## src/hdl/triangle_count_sorted_intersection_assert.svh

```systemverilog
// ---------------------------------------------------------------------------
// Assertion macros for the triangle counter
// Each macro expects signals named clk and arst_n in the scope where it is used.
// ---------------------------------------------------------------------------
`ifndef TRIANGLE_COUNT_SORTED_INTERSECTION_ASSERT_SVH
`define TRIANGLE_COUNT_SORTED_INTERSECTION_ASSERT_SVH

// The consequent must hold in the same cycle as the antecedent.
`define TCSI_ASSERT_HOLDS(lbl, ante, cons) \
	lbl: assert property (@(posedge clk) disable iff (!arst_n) (ante) |-> (cons)) \
		else $error("tcsi check failed");

// The consequent must hold in the cycle after the antecedent.
`define TCSI_ASSERT_NEXT(lbl, ante, cons) \
	lbl: assert property (@(posedge clk) disable iff (!arst_n) (ante) |=> (cons)) \
		else $error("tcsi check failed");

`endif

```

## src/hdl/tcsi_ram.sv

```systemverilog
// ---------------------------------------------------------------------------
// tcsi_ram
// Simple dual-port RAM: one write port, one read port, registered read.
// ---------------------------------------------------------------------------
`timescale 1ns / 1ps

module tcsi_ram #(
	parameter int WIDTH = 8,
	parameter int DEPTH = 16,
	localparam int AW = $clog2(DEPTH)
) (
	input  logic             clk,
	input  logic             we,
	input  logic [AW-1:0]    waddr,
	input  logic [WIDTH-1:0] wdata,
	input  logic [AW-1:0]    raddr,
	output logic [WIDTH-1:0] rdata
);

	logic [WIDTH-1:0] mem_q [DEPTH];

	always_ff @(posedge clk) begin
		if (we) begin
			mem_q[waddr] <= wdata;
		end
		rdata <= mem_q[raddr];
	end

endmodule

```

## config.mk

```make
export PLATFORM = sky130hd
export DESIGN_NAME = tcsi_ram
export DESIGN_NICKNAME = d
export VERILOG_FILES = /design/src/hdl/triangle_count_sorted_intersection_assert.svh /design/src/hdl/tcsi_ram.sv
export SDC_FILE = /design/constraint.sdc
export NUM_CORES = 1
export LEC_CHECK = 0
export BUFFER_PORTS_ARGS = -buffer_cell sky130_fd_sc_hd__buf_2
export CORE_MARGIN = 5
export CORE_UTILIZATION = 35
export CTS_CLUSTER_SIZE = 8
export DETAILED_ROUTE_END_ITERATION = 8
export GPL_ROUTABILITY_DRIVEN = 0
export GPL_TIMING_DRIVEN = 0
export PLACE_DENSITY = 0.51
export RECOVER_POWER = 50
export SLEW_MARGIN = 0
export SYNTH_ARGS = -nofsm -noshare
export SYNTH_HDL_FRONTEND = slang
export SYNTH_SLANG_ARGS = --single-unit
```

## constraint.sdc

```tcl
create_clock -name clk -period 2.4 [get_ports clk]
set_clock_uncertainty 0.1 [all_clocks]
set_input_delay 0.36 -clock clk [delete_from_list [all_inputs] [get_ports clk]]
set_output_delay 0.36 -clock clk [all_outputs]
set_load 0.005 [all_outputs]
```

After elaboration in Yosys (flattened, before gate mapping)
Memories as Yosys holds them, arrays and structs flattened. A register that Yosys moved wholly into a read port is not among the register bits. Index checks and enable logic that the tools add are counted.

Logic and storage cells: 3. Bits in writable memories: 128. Bits in registers: 0. Memories kept: 1. Output and inout port bits: 8.

Memories: mem_q (depth 16, bits a word 8, rd ports 1, clocked after Yosys merged registers in 1, write ports 1, RTL line tcsi_ram.sv:20) `logic [WIDTH-1:0] mem_q [DEPTH];`.

Multiplexer cells: 2.

Operators with widths (count): 1-bit two-way mux (2).

Logic depth before layout (Yosys ltp)
Gate-level depths: netlist of the first run.

Depth in word-level cells: 2. Gate-level depth with buffers: 5. Depth with buffers taken out: 3.

Worst setup path before layout of the first run
No wires, ideal clock.

Path type: input to register. Start point: input port waddr[2]. End point: memory mem_q[0][0], enable pin. Data required time: 1917 ps. Arrival time: 1470 ps. Setup time: 383 ps. Stages on the path: 2. Path slack: 447 ps. Path through: or3b_2 -> nor3_1.

RTL lines: from (decl) (RTL line tcsi_ram.sv:14) `input logic [AW-1:0] waddr,`; to (decl) (RTL line tcsi_ram.sv:20).

No word-level cell before the write port.

Final worst setup path of the first run
Start point: input port waddr[2]. End point: memory mem_q[1][0], enable pin.

No word-level cell before the write port.

==> out/qor.yml, run 1 <==
run_status:
  status: "finished clean"
final_layout:
  fill_cells: 1258
  area_growth_syn_to_layout_pct: 19.3
  layout-drive-gt1-share_pct: 25.5
  seqCellArea_um2: 4000
  multi_input_area_um2: 1070
  diodes: 0
  fin_nets: 291
detailed_routing:
  drc_errors: 0
  first_pass_iters: 5
  wl_per_cell_um: 22.3
  via_per_inst: 4.99
  ant_nets: 0
  num_vias: 2347
  drt-initial-drc-count: 195
  wl_um: 10500
clock_tree:
  ctsHtreeMaxLevel: 4
  cts_tree: "done"
  cts_resized: 0
  clock_latency_ns: 0.41
  cts.sinks: 136
  root_buffer: "clkbuf_16"
  cts.clk_slew.worst_paths_ns: 0.05
  cts_setup_buffers: 0
  max-clock-path-buffers: 2
  hold_buffers: 0
  numCtsBuffers: 17
synth:
  synthCells: 229
  yosysWarnings: 0
  synth_common_cells: "edfxtp_1, mux4_2, a22oi_1"
  synth-seq-cells: 136
  yosysSeqAreaShare_pct: 77.8
  ys_types: 19
  synth_edf_count: 128
  synth_most_common_cell: "edfxtp_1"
  syn_area_per_cell_um2: 22.5
  synth_top_cell_by_area: "edfxtp_1"
  synthArstFlopShare_pct: 0
  synth_ff_type: "edfxtp_1"
  synth_top_area_share_pct: 74.7
  synth_area_leaders: "edfxtp_1, mux4_2, mux4_1, dfxtp_1, a22oi_1"
  synth_area_um2: 5150
  synth.net_count: 247
setup_path:
  cp-end-kind: "flop"
  cpPeakStageDelay_ns: 0.70
  r2r-start: "mem_q[0][1]"
  startpoint_type: "input port"
  worstReg2RegEnd: "rdata[1]"
  crit_chain: "buf_2, or3b_2, nor2_1"
  startpoint: "waddr[2]"
  criticalPathCategory: "in -> reg"
  cp.required_ns: 2.33
  r2r_cells: 3
  reg2reg_setup_slack_ns: 0.75
  cp.arrival_ns: 1.71
  crit_fanout: 8
  crit_slowest_cell: "nor2_1"
timing:
  post-route-period-util_pct: 74.0
  maxSlewViolCount: 0
  finalCriticalPeriod_ns: 1.78
  maxSlewHeadroom_pct: 40.4
  tightest_slew_ns: 0.891
  rsz0062_at_grt: "false"
  setup_ws_ns: 0.623
  max_freq_mhz: 563
  hold_violations: 0
  setup_viol: 0
global_route:
  grt_pass1_vias: 2448
  grt.overflow.total: 0
  grt_max_degree: 17
  grt_pass1_wl_um: 15500
  grtUsageTotal_pct: 12.7
  antenna_found_initial: 0
floorplan:
  initial_core_util_pct: 35.6
  dieHeight_um: 131
  boundaryPins: 26
  core_um2: 14500
  rows: 44
  dieArea_um2: 17200
  die_w_um: 131
min_path:
  hold_path.class: "in -> reg"
  worstHoldStart: "waddr[1]"
  holdPathEnd: "mem_q[4][0]"
  min_path_cells: 2
pwr:
  peakVddDrop_uv: 453
  power.density_nw_per_um2: 929
  total_power_mw: 5.70
  total_leakage_power_nw: 2.01
job:
  cap_violations: 0
placed_design:
  io_buffers: 24
  dpl.hpwl_um: 6790
  pre_cts_ws_ns: -0.168
-- sequential cells by signal, indices dropped and copies added, names as in the netlist --
signal and flops:
mem_q 128, rdata 8
-- cells in the final DEF (no fill, tap or decap), drive strengths merged --
master	instances
nor2	13
clkdlybuf4s25	3
and2	1
nand3	1
nor3	4
dfxtp	8
mux4	32
bufinv	5
and2b	1
clkbuf	32
or3b	1
clkinvlp	4
clkinv	4
nand3b	2
edfxtp	128
buf	19
nand2b	2
a22oi	16
nand2	9
nor2b	1
-- power breakdown --
group | internal, mW | switching [mW]
Sequential | 2.66 | 0.0134
Combinational | 0.101 | 0.150
Clock | 1.83 | 0.945
-- stage by stage --
step	instances	instance area, um2	utilization [%]	TNS, ns	hold WS, ns
floorplan	229	5150	-	0	0.359
global placement	437	5500	38.0	-1.70	0.557
detailed placement	438	5510	38.0	-1.34	0.573
CTS	470	6140	42.4	0	0.249
global route	470	6140	42.4	0	0.377
finish	470	6140	42.4	0	0.368
-- worst max-delay path, delay by kind of cell --
family / cells / cell delay (ns)
buffers and inverters: 1 / 0.13
AND/OR/NAND/NOR: 2 / 1.22
-- cell type report --
type / count / area share, %
clock inverters: 13 / 3.30
plain buffers: 10 / 1.41
well taps: 184 / 3.75
flip-flops and latches: 136 / 65.2
repair buffers: 25 / 1.81
clock buffers: 19 / 7.05
multi-input cells: 83 / 17.5
-- routing by layer --
layer | track usage, % | up-vias | part of all wire, %
met2 | 18.3 | 66 | 47
met5 | 0 | - | 0
met4 | 4.46 | 0 | 1.2
met3 | 4.47 | 12 | 6.8
met1 | 17.9 | 1207 | 45
li1 | - | 1062 | -
-- cells by family (layout without fill, tap and decap cells) --
family	count (synthesis)	in the layout	share of synthesized area [%]
AND/OR/NAND/NOR	35	35	3.18
AO/OA/AOI/OAI	16	16	2.33
multiplexers	32	32	15.0
flip-flops	136	136	77.8
buffers and inverters	10	67	1.68
-- how the worst max path moves through the flow --
stage | to | slack, ns | cells after the start
after CTS | mem_q[0][7] | 0.22 | 3
final | mem_q[1][0] | 0.62 | 3
after detailed placement | mem_q[0][1] | -0.17 | 3
after global routing | mem_q[1][7] | 0.60 | 3
after floorplan | mem_q[0][0] | 0.45 | 2
after global placement | mem_q[0][1] | -0.21 | 3
(Power assumes the default switching activity.)
==> inputs of run 2 (changes only) <==
--- a/config.mk
+++ b/config.mk
@@ -5,6 +5,7 @@
 export SDC_FILE = /design/constraint.sdc
 export NUM_CORES = 1
 export LEC_CHECK = 0
+export ABC_AREA = 1
 export BUFFER_PORTS_ARGS = -buffer_cell sky130_fd_sc_hd__buf_2
 export CORE_MARGIN = 5
 export CORE_UTILIZATION = 35
@@ -12,7 +13,7 @@
 export DETAILED_ROUTE_END_ITERATION = 8
 export GPL_ROUTABILITY_DRIVEN = 0
 export GPL_TIMING_DRIVEN = 0
-export PLACE_DENSITY = 0.51
+export PLACE_DENSITY = 0.53
 export RECOVER_POWER = 50
 export SLEW_MARGIN = 0
 export SYNTH_ARGS = -nofsm -noshare
==> constraint.sdc (replaced) <==
create_clock -name clk -period 1.6 [get_ports clk]
set_clock_uncertainty 0.1 [all_clocks]
set_input_delay 0.24 -clock clk [delete_from_list [all_inputs] [get_ports clk]]
set_output_delay 0.24 -clock clk [all_outputs]
set_load 0.005 [all_outputs]
==> run 2 against run 1 <==
  * Sequential power grew 50%
  * Sequential cell count is the same
  * Critical path depth is the same
  * Global-route usage grew 2.7 points
  * Cell count grew 76%
  * Final area grew 10%
  * Register-to-register slack lost 0.29 ns
  * Synthesized cell count grew 140%
  * Via count grew 62%
  * Count of clock-buffer cells in the layout shrank 1
  * Sequential share of layout area shrank 5.9 points
  * Non-clock buffer count grew 11
  * Largest power group unchanged
  * Highest routed layer unchanged
==> out/qor.yml, run 2 <==
run_status:
  status: "finished clean"
clock_tree:
  hold_buffers: 0
  numCtsBuffers: 17
  cts_resized: 0
  cts_tree: "done"
  max-clock-path-buffers: 2
  cts.sinks: 136
  cts_setup_buffers: 0
  root_buffer: "clkbuf_16"
  clock_latency_ns: 0.42
  cts.clk_slew.worst_paths_ns: 0.05
  ctsHtreeMaxLevel: 4
timing:
  max_freq_mhz: 691
  setup_ws_ns: 0.153
  maxSlewViolCount: 0
  finalCriticalPeriod_ns: 1.45
  hold_violations: 0
  maxSlewHeadroom_pct: 30.6
  rsz0062_at_grt: "false"
  post-route-period-util_pct: 90.4
  tightest_slew_ns: 1.04
  setup_viol: 0
final_layout:
  multi_input_area_um2: 1210
  layout.cells.non_filler: 825
  fill_cells: 1636
  fin_nets: 610
  seqCellArea_um2: 4000
  layout-drive-gt1-share_pct: 11.4
  area_growth_syn_to_layout_pct: 17.1
  postLayoutCellArea_um2: 6750
  layout_common_cells: "nand2_1, edfxtp_1, inv_1"
  diodes: 0
  largestRegisters: "mem_q (128), rdata (8)"
  final_common_cell: "nand2_1"
  largest_reg_flops: 128
  top_register: "mem_q"
synth:
  synthArstFlopShare_pct: 0
  synth_top_area_share_pct: 66.7
  synth_most_common_cell: "nand2_1"
  synthSimpleGateAreaFrac_pct: 21.0
  synth_xor_xnor_area_share_pct: 0
  synth-seq-cells: 136
  syn_area_per_cell_um2: 10.5
  synth_top_family_by_area: "simple AND/OR/NAND/NOR gates"
  synth_area_leaders: "edfxtp_1, nand2_1, nand3_1, inv_1, dfxtp_1"
  synth_common_cells: "nand2_1, edfxtp_1, inv_1"
  synth_ff_type: "edfxtp_1"
  ys_types: 12
  synth_compound_area_share_pct: 0
  synthAdderAreaFrac_pct: 0
  synth_area_um2: 5770
  synthCells: 551
  synth_top_cell_by_area: "edfxtp_1"
  yosysSeqAreaShare_pct: 69.4
  yosys-mux-area-fraction_pct: 0
  synth.net_count: 569
  yosysWarnings: 0
  synth_edf_count: 128
global_route:
  grt.overflow.total: 0
  grt_max_degree: 17
  grt_use_met3_pct: 4.14
  grt_use_met2_pct: 24.8
  grt_pass1_vias: 3744
  grtUsageTotal_pct: 15.3
  antenna_found_initial: 0
  grt_pass1_wl_um: 21900
  grt.busiest_layer: "met2"
  met1_usage_pct: 19.8
detailed_routing:
  wl_per_cell_um: 17.5
  first_pass_iters: 5
  ant_nets: 0
  wl_um: 14400
  num_vias: 3798
  drt-initial-drc-count: 372
  drc_errors: 0
  via_per_inst: 4.60
floorplan:
  initial_core_util_pct: 35.3
  core_um2: 16300
  rows: 47
  die_w_um: 138
  dieHeight_um: 138
  dieArea_um2: 19100
  boundaryPins: 26
setup_path:
  criticalPathCategory: "in -> reg"
  cp.arrival_ns: 1.39
  crit_fanout: 8
  cp.required_ns: 1.54
  cp-end-kind: "flop"
  startpoint_type: "input port"
placed_design:
  pre_cts_ws_ns: -0.295
  dpl.hpwl_um: 9570
  io_buffers: 22
  dpl_cell_area_um2: 6150
  place_inst: 793
pwr:
  switching_share_pct: 21.5
  total_leakage_power_nw: 2.87
  power.density_nw_per_um2: 1270
  power_frac_clock_pct: 47.1
  power_frac_seq_pct: 46.8
  p_switching_mw: 1.84
  p_int_mw: 6.72
  total_power_mw: 8.56
  combPwrFrac_pct: 6.1
  peakVddDrop_uv: 759
min_path:
  hold_path.class: "in -> reg"
job:
  cap_violations: 0
[run 2: changes by cell type in the layout (fill, tap and decap cells not counted), moves of 14 or more]
cell	change
nand2_1	+164
inv_1	+100
nand3_1	+96
mux4_2	-18
a22oi_1	-16
mux4_1	-14
[run 2: cell type report]
class	instances	area share [%]
plain buffers	24	2.46
clock buffers	18	6.36
clock inverters	14	2.69
inverters	102	5.67
multi-input cells	289	18.0
flip-flops and latches	136	59.3
well taps	220	4.08
repair buffers	22	1.48
[run 2: worst max-delay path, stage by stage]
cell,delay [ns]
buf_2,0.12
nand3b_1,0.26
nor2_1,0.76
[run 2: per-stage QoR]
stage | hold WS, ns | TNS [ns] | utilization, %
6_report | 0.156 | 0 | 41.3
5_1_grt | 0.173 | 0 | 41.3
4_1_cts | 0.126 | 0 | 41.4
3_5_place_dp | 0.519 | -18.06 | 37.6
3_3_place_gp | 0.519 | -14.87 | 37.6
2_1_floorplan | 0.239 | 0 | -
[run 2: final timing paths]
path	cells past startpoint	startpoint	slack, ns	end
worst min-delay path	3	raddr[3]	0.16	rdata[3]
worst max-delay path	3	waddr[3]	0.15	mem_q[4][7]
worst max register to register	6	mem_q[0][4]	0.46	rdata[4]
worst min register to register	6	mem_q[14][4]	0.60	rdata[4]
[run 2: cell families after synthesis]
kind of cell / Yosys count
flip-flops: 136
buffers and inverters: 126
AND/OR/NAND/NOR: 289
[run 2: layer usage]
metal,vias to the layer above,part of all wire [%]
met5,-,0
met4,0,2.1
met3,24,5.5
met2,114,47
met1,1803,45
li1,1857,-
[run 2: power groups by stage]
stage | logic [mW] | clock network (mW) | registers, mW
after floorplan | 0.281 | 0 | 4.08
after global placement | 0.515 | 0 | 4.07
after detailed placement | 0.524 | 0 | 4.08
after CTS | 0.526 | 4.07 | 4.00
after global routing | 0.574 | 4.24 | 4.01
final | 0.520 | 4.03 | 4.00
==> inputs of run 3 (changes only) <==
--- a/config.mk
+++ b/config.mk
@@ -5,7 +5,7 @@
 export SDC_FILE = /design/constraint.sdc
 export NUM_CORES = 1
 export LEC_CHECK = 0
-export ABC_AREA = 1
+export ABC_CLOCK_PERIOD_IN_PS = 1600
 export BUFFER_PORTS_ARGS = -buffer_cell sky130_fd_sc_hd__buf_2
 export CORE_MARGIN = 5
 export CORE_UTILIZATION = 35
@@ -13,7 +13,7 @@
 export DETAILED_ROUTE_END_ITERATION = 8
 export GPL_ROUTABILITY_DRIVEN = 0
 export GPL_TIMING_DRIVEN = 0
-export PLACE_DENSITY = 0.53
+export PLACE_DENSITY = 0.58
 export RECOVER_POWER = 50
 export SLEW_MARGIN = 0
 export SYNTH_ARGS = -nofsm -noshare
==> run 3 against run 2 <==
  * Setup slack got worse by 0.12 ns
  * Sequential share of layout area rose by 5.9 points
  * Critical path depth unchanged
  * Register-to-register slack worse by 0.43 ns
  * First-iteration DRC count shrank 40%
  * Final area down 9.0%
  * Routed wire length fell by 30%
  * Maximum frequency fell by 7.9%
  * Global-route usage decreased by 3.2 points
  * Combinational power is 26% lower
  * Die area fell by 10%
  * Largest power group unchanged
==> out/qor.yml, run 3 (synthesis results as in run 1) <==
run_status:
  status: "finished clean"
setup_path:
  crit_chain: "mux4_1, a22oi_1, nand2_1"
  cpPeakStageDelay_ns: 0.56
  crit_fanout: 1
  crit_slowest_cell: "mux4_1"
  critPathBufInv: 0
  startpoint_type: "flop"
  cp-end-kind: "flop"
  cp.required_ns: 1.78
  criticalPathCategory: "reg -> reg"
  cp.arrival_ns: 1.75
  crit_family: "multiplexers"
global_route:
  grtUsageTotal_pct: 12.2
  antenna_found_initial: 0
  grt_pass1_vias: 2477
  grt_max_degree: 17
  grt_pass1_wl_um: 15100
  grt.overflow.total: 0
timing:
  rsz0062_at_grt: "false"
  finalCriticalPeriod_ns: 1.57
  post-route-period-util_pct: 98.2
  setup_viol: 0
  hold_violations: 0
  maxSlewViolCount: 0
  maxSlewHeadroom_pct: 44.6
  hold_slack_ns: 0.237
  max_freq_mhz: 637
  tightest_slew_ns: 0.828
clock_tree:
  max-clock-path-buffers: 2
  hold_buffers: 0
  cts.clk_slew.worst_paths_ns: 0.05
  cts_setup_buffers: 0
  clock_latency_ns: 0.40
  root_buffer: "clkbuf_16"
  cts.sinks: 136
  ctsHtreeMaxLevel: 4
  numCtsBuffers: 17
  cts_tree: "done"
pwr:
  total_power_mw: 8.44
  total_leakage_power_nw: 2.01
  peakVddDrop_uv: 1020
  power.density_nw_per_um2: 1370
detailed_routing:
  ant_nets: 0
  via_per_inst: 5.11
  wl_um: 10200
  drt-initial-drc-count: 225
  wl_per_cell_um: 21.7
  drc_errors: 0
  first_pass_iters: 4
  num_vias: 2391
floorplan:
  core_um2: 14500
  rows: 44
  initial_core_util_pct: 35.6
  boundaryPins: 26
  dieHeight_um: 131
  dieArea_um2: 17200
  die_w_um: 131
final_layout:
  fin_nets: 290
  area_growth_syn_to_layout_pct: 19.3
  diodes: 0
  largestRegisters: "mem_q (128), rdata (8)"
  largest_reg_flops: 128
  top_register: "mem_q"
  layout_common_cells: "edfxtp_1, mux4_2, clkbuf_16, clkbuf_1, mux4_1"
  postLayoutCellArea_um2: 6140
  final_common_cell: "edfxtp_1"
  layout-drive-gt1-share_pct: 26.1
min_path:
  hold_path.class: "in -> reg"
job:
  cap_violations: 0
placed_design:
  dpl.hpwl_um: 6530
  dpl_cell_area_um2: 5500
  io_buffers: 24
==> run 3: layout make-up <==
| cell class | instances | area (um2) |
|---|---|---|
| Timing Repair Buffer | 24 | 101 |
| Tap cell | 184 | 230 |
| Clock buffer | 19 | 433 |
| Fill cell | 1261 | 8340 |
| Clock inverter | 12 | 181 |
| Sequential cell | 136 | 4000 |
| Buffer | 10 | 86.3 |
| Multi-Input combinational cell | 83 | 1110 |
==> run 3: metal layers <==
| metal | up-vias | wire length [um] | share of wire, % | global-route usage (%) |
|---|---|---|---|---|
| li1 | 1058 | - | - | - |
| met1 | 1225 | 4490 | 44 | 16.8 |
| met2 | 94 | 4560 | 45 | 17.4 |
| met3 | 14 | 909 | 8.9 | 4.55 |
| met4 | 0 | 198 | 1.9 | 4.97 |
| met5 | - | 0 | 0 | 0 |
==> run 3: where the power goes <==
group | internal [mW] | switching (mW)
combinational | 0.152 | 0.233
clock | 2.73 | 1.33
sequential | 3.99 | 0.0181
==> run 3: final timing paths <==
check | start | end | slack, ns | depth (start not counted)
setup / recovery | mem_q[1][3] | rdata[3] | 0.03 | 3
hold / removal | waddr[1] | mem_q[0][7] | 0.24 | 2
setup reg to reg | mem_q[1][3] | rdata[3] | 0.03 | 3
hold reg to reg | mem_q[15][3] | rdata[3] | 0.58 | 3
==> run 3: worst reg2reg max path: stages, from the launching register on <==
cell	delay, ns
edfxtp_1	0.36
mux4_1	0.56
a22oi_1	0.33
nand2_1	0.10
==> run 3: metrics by stage <==
stage / setup TNS (ns) / utilization [%] / setup slack, ns / cells
after floorplan: -0.147 / - / -0.00615 / 229
after detailed placement: -36.50 / 38.0 / -0.510 / 437
after CTS: 0 / 42.4 / 0.0118 / 468
after global routing: 0 / 42.4 / 0.00811 / 468
final: 0 / 42.4 / 0.0293 / 468
after global placement: -38.34 / 38.0 / -0.585 / 437
==> run 3: timing repair <==
item	CTS	global route
resized for setup	7	3
pin swaps	0	0
endpoints found under the setup margin	41	10
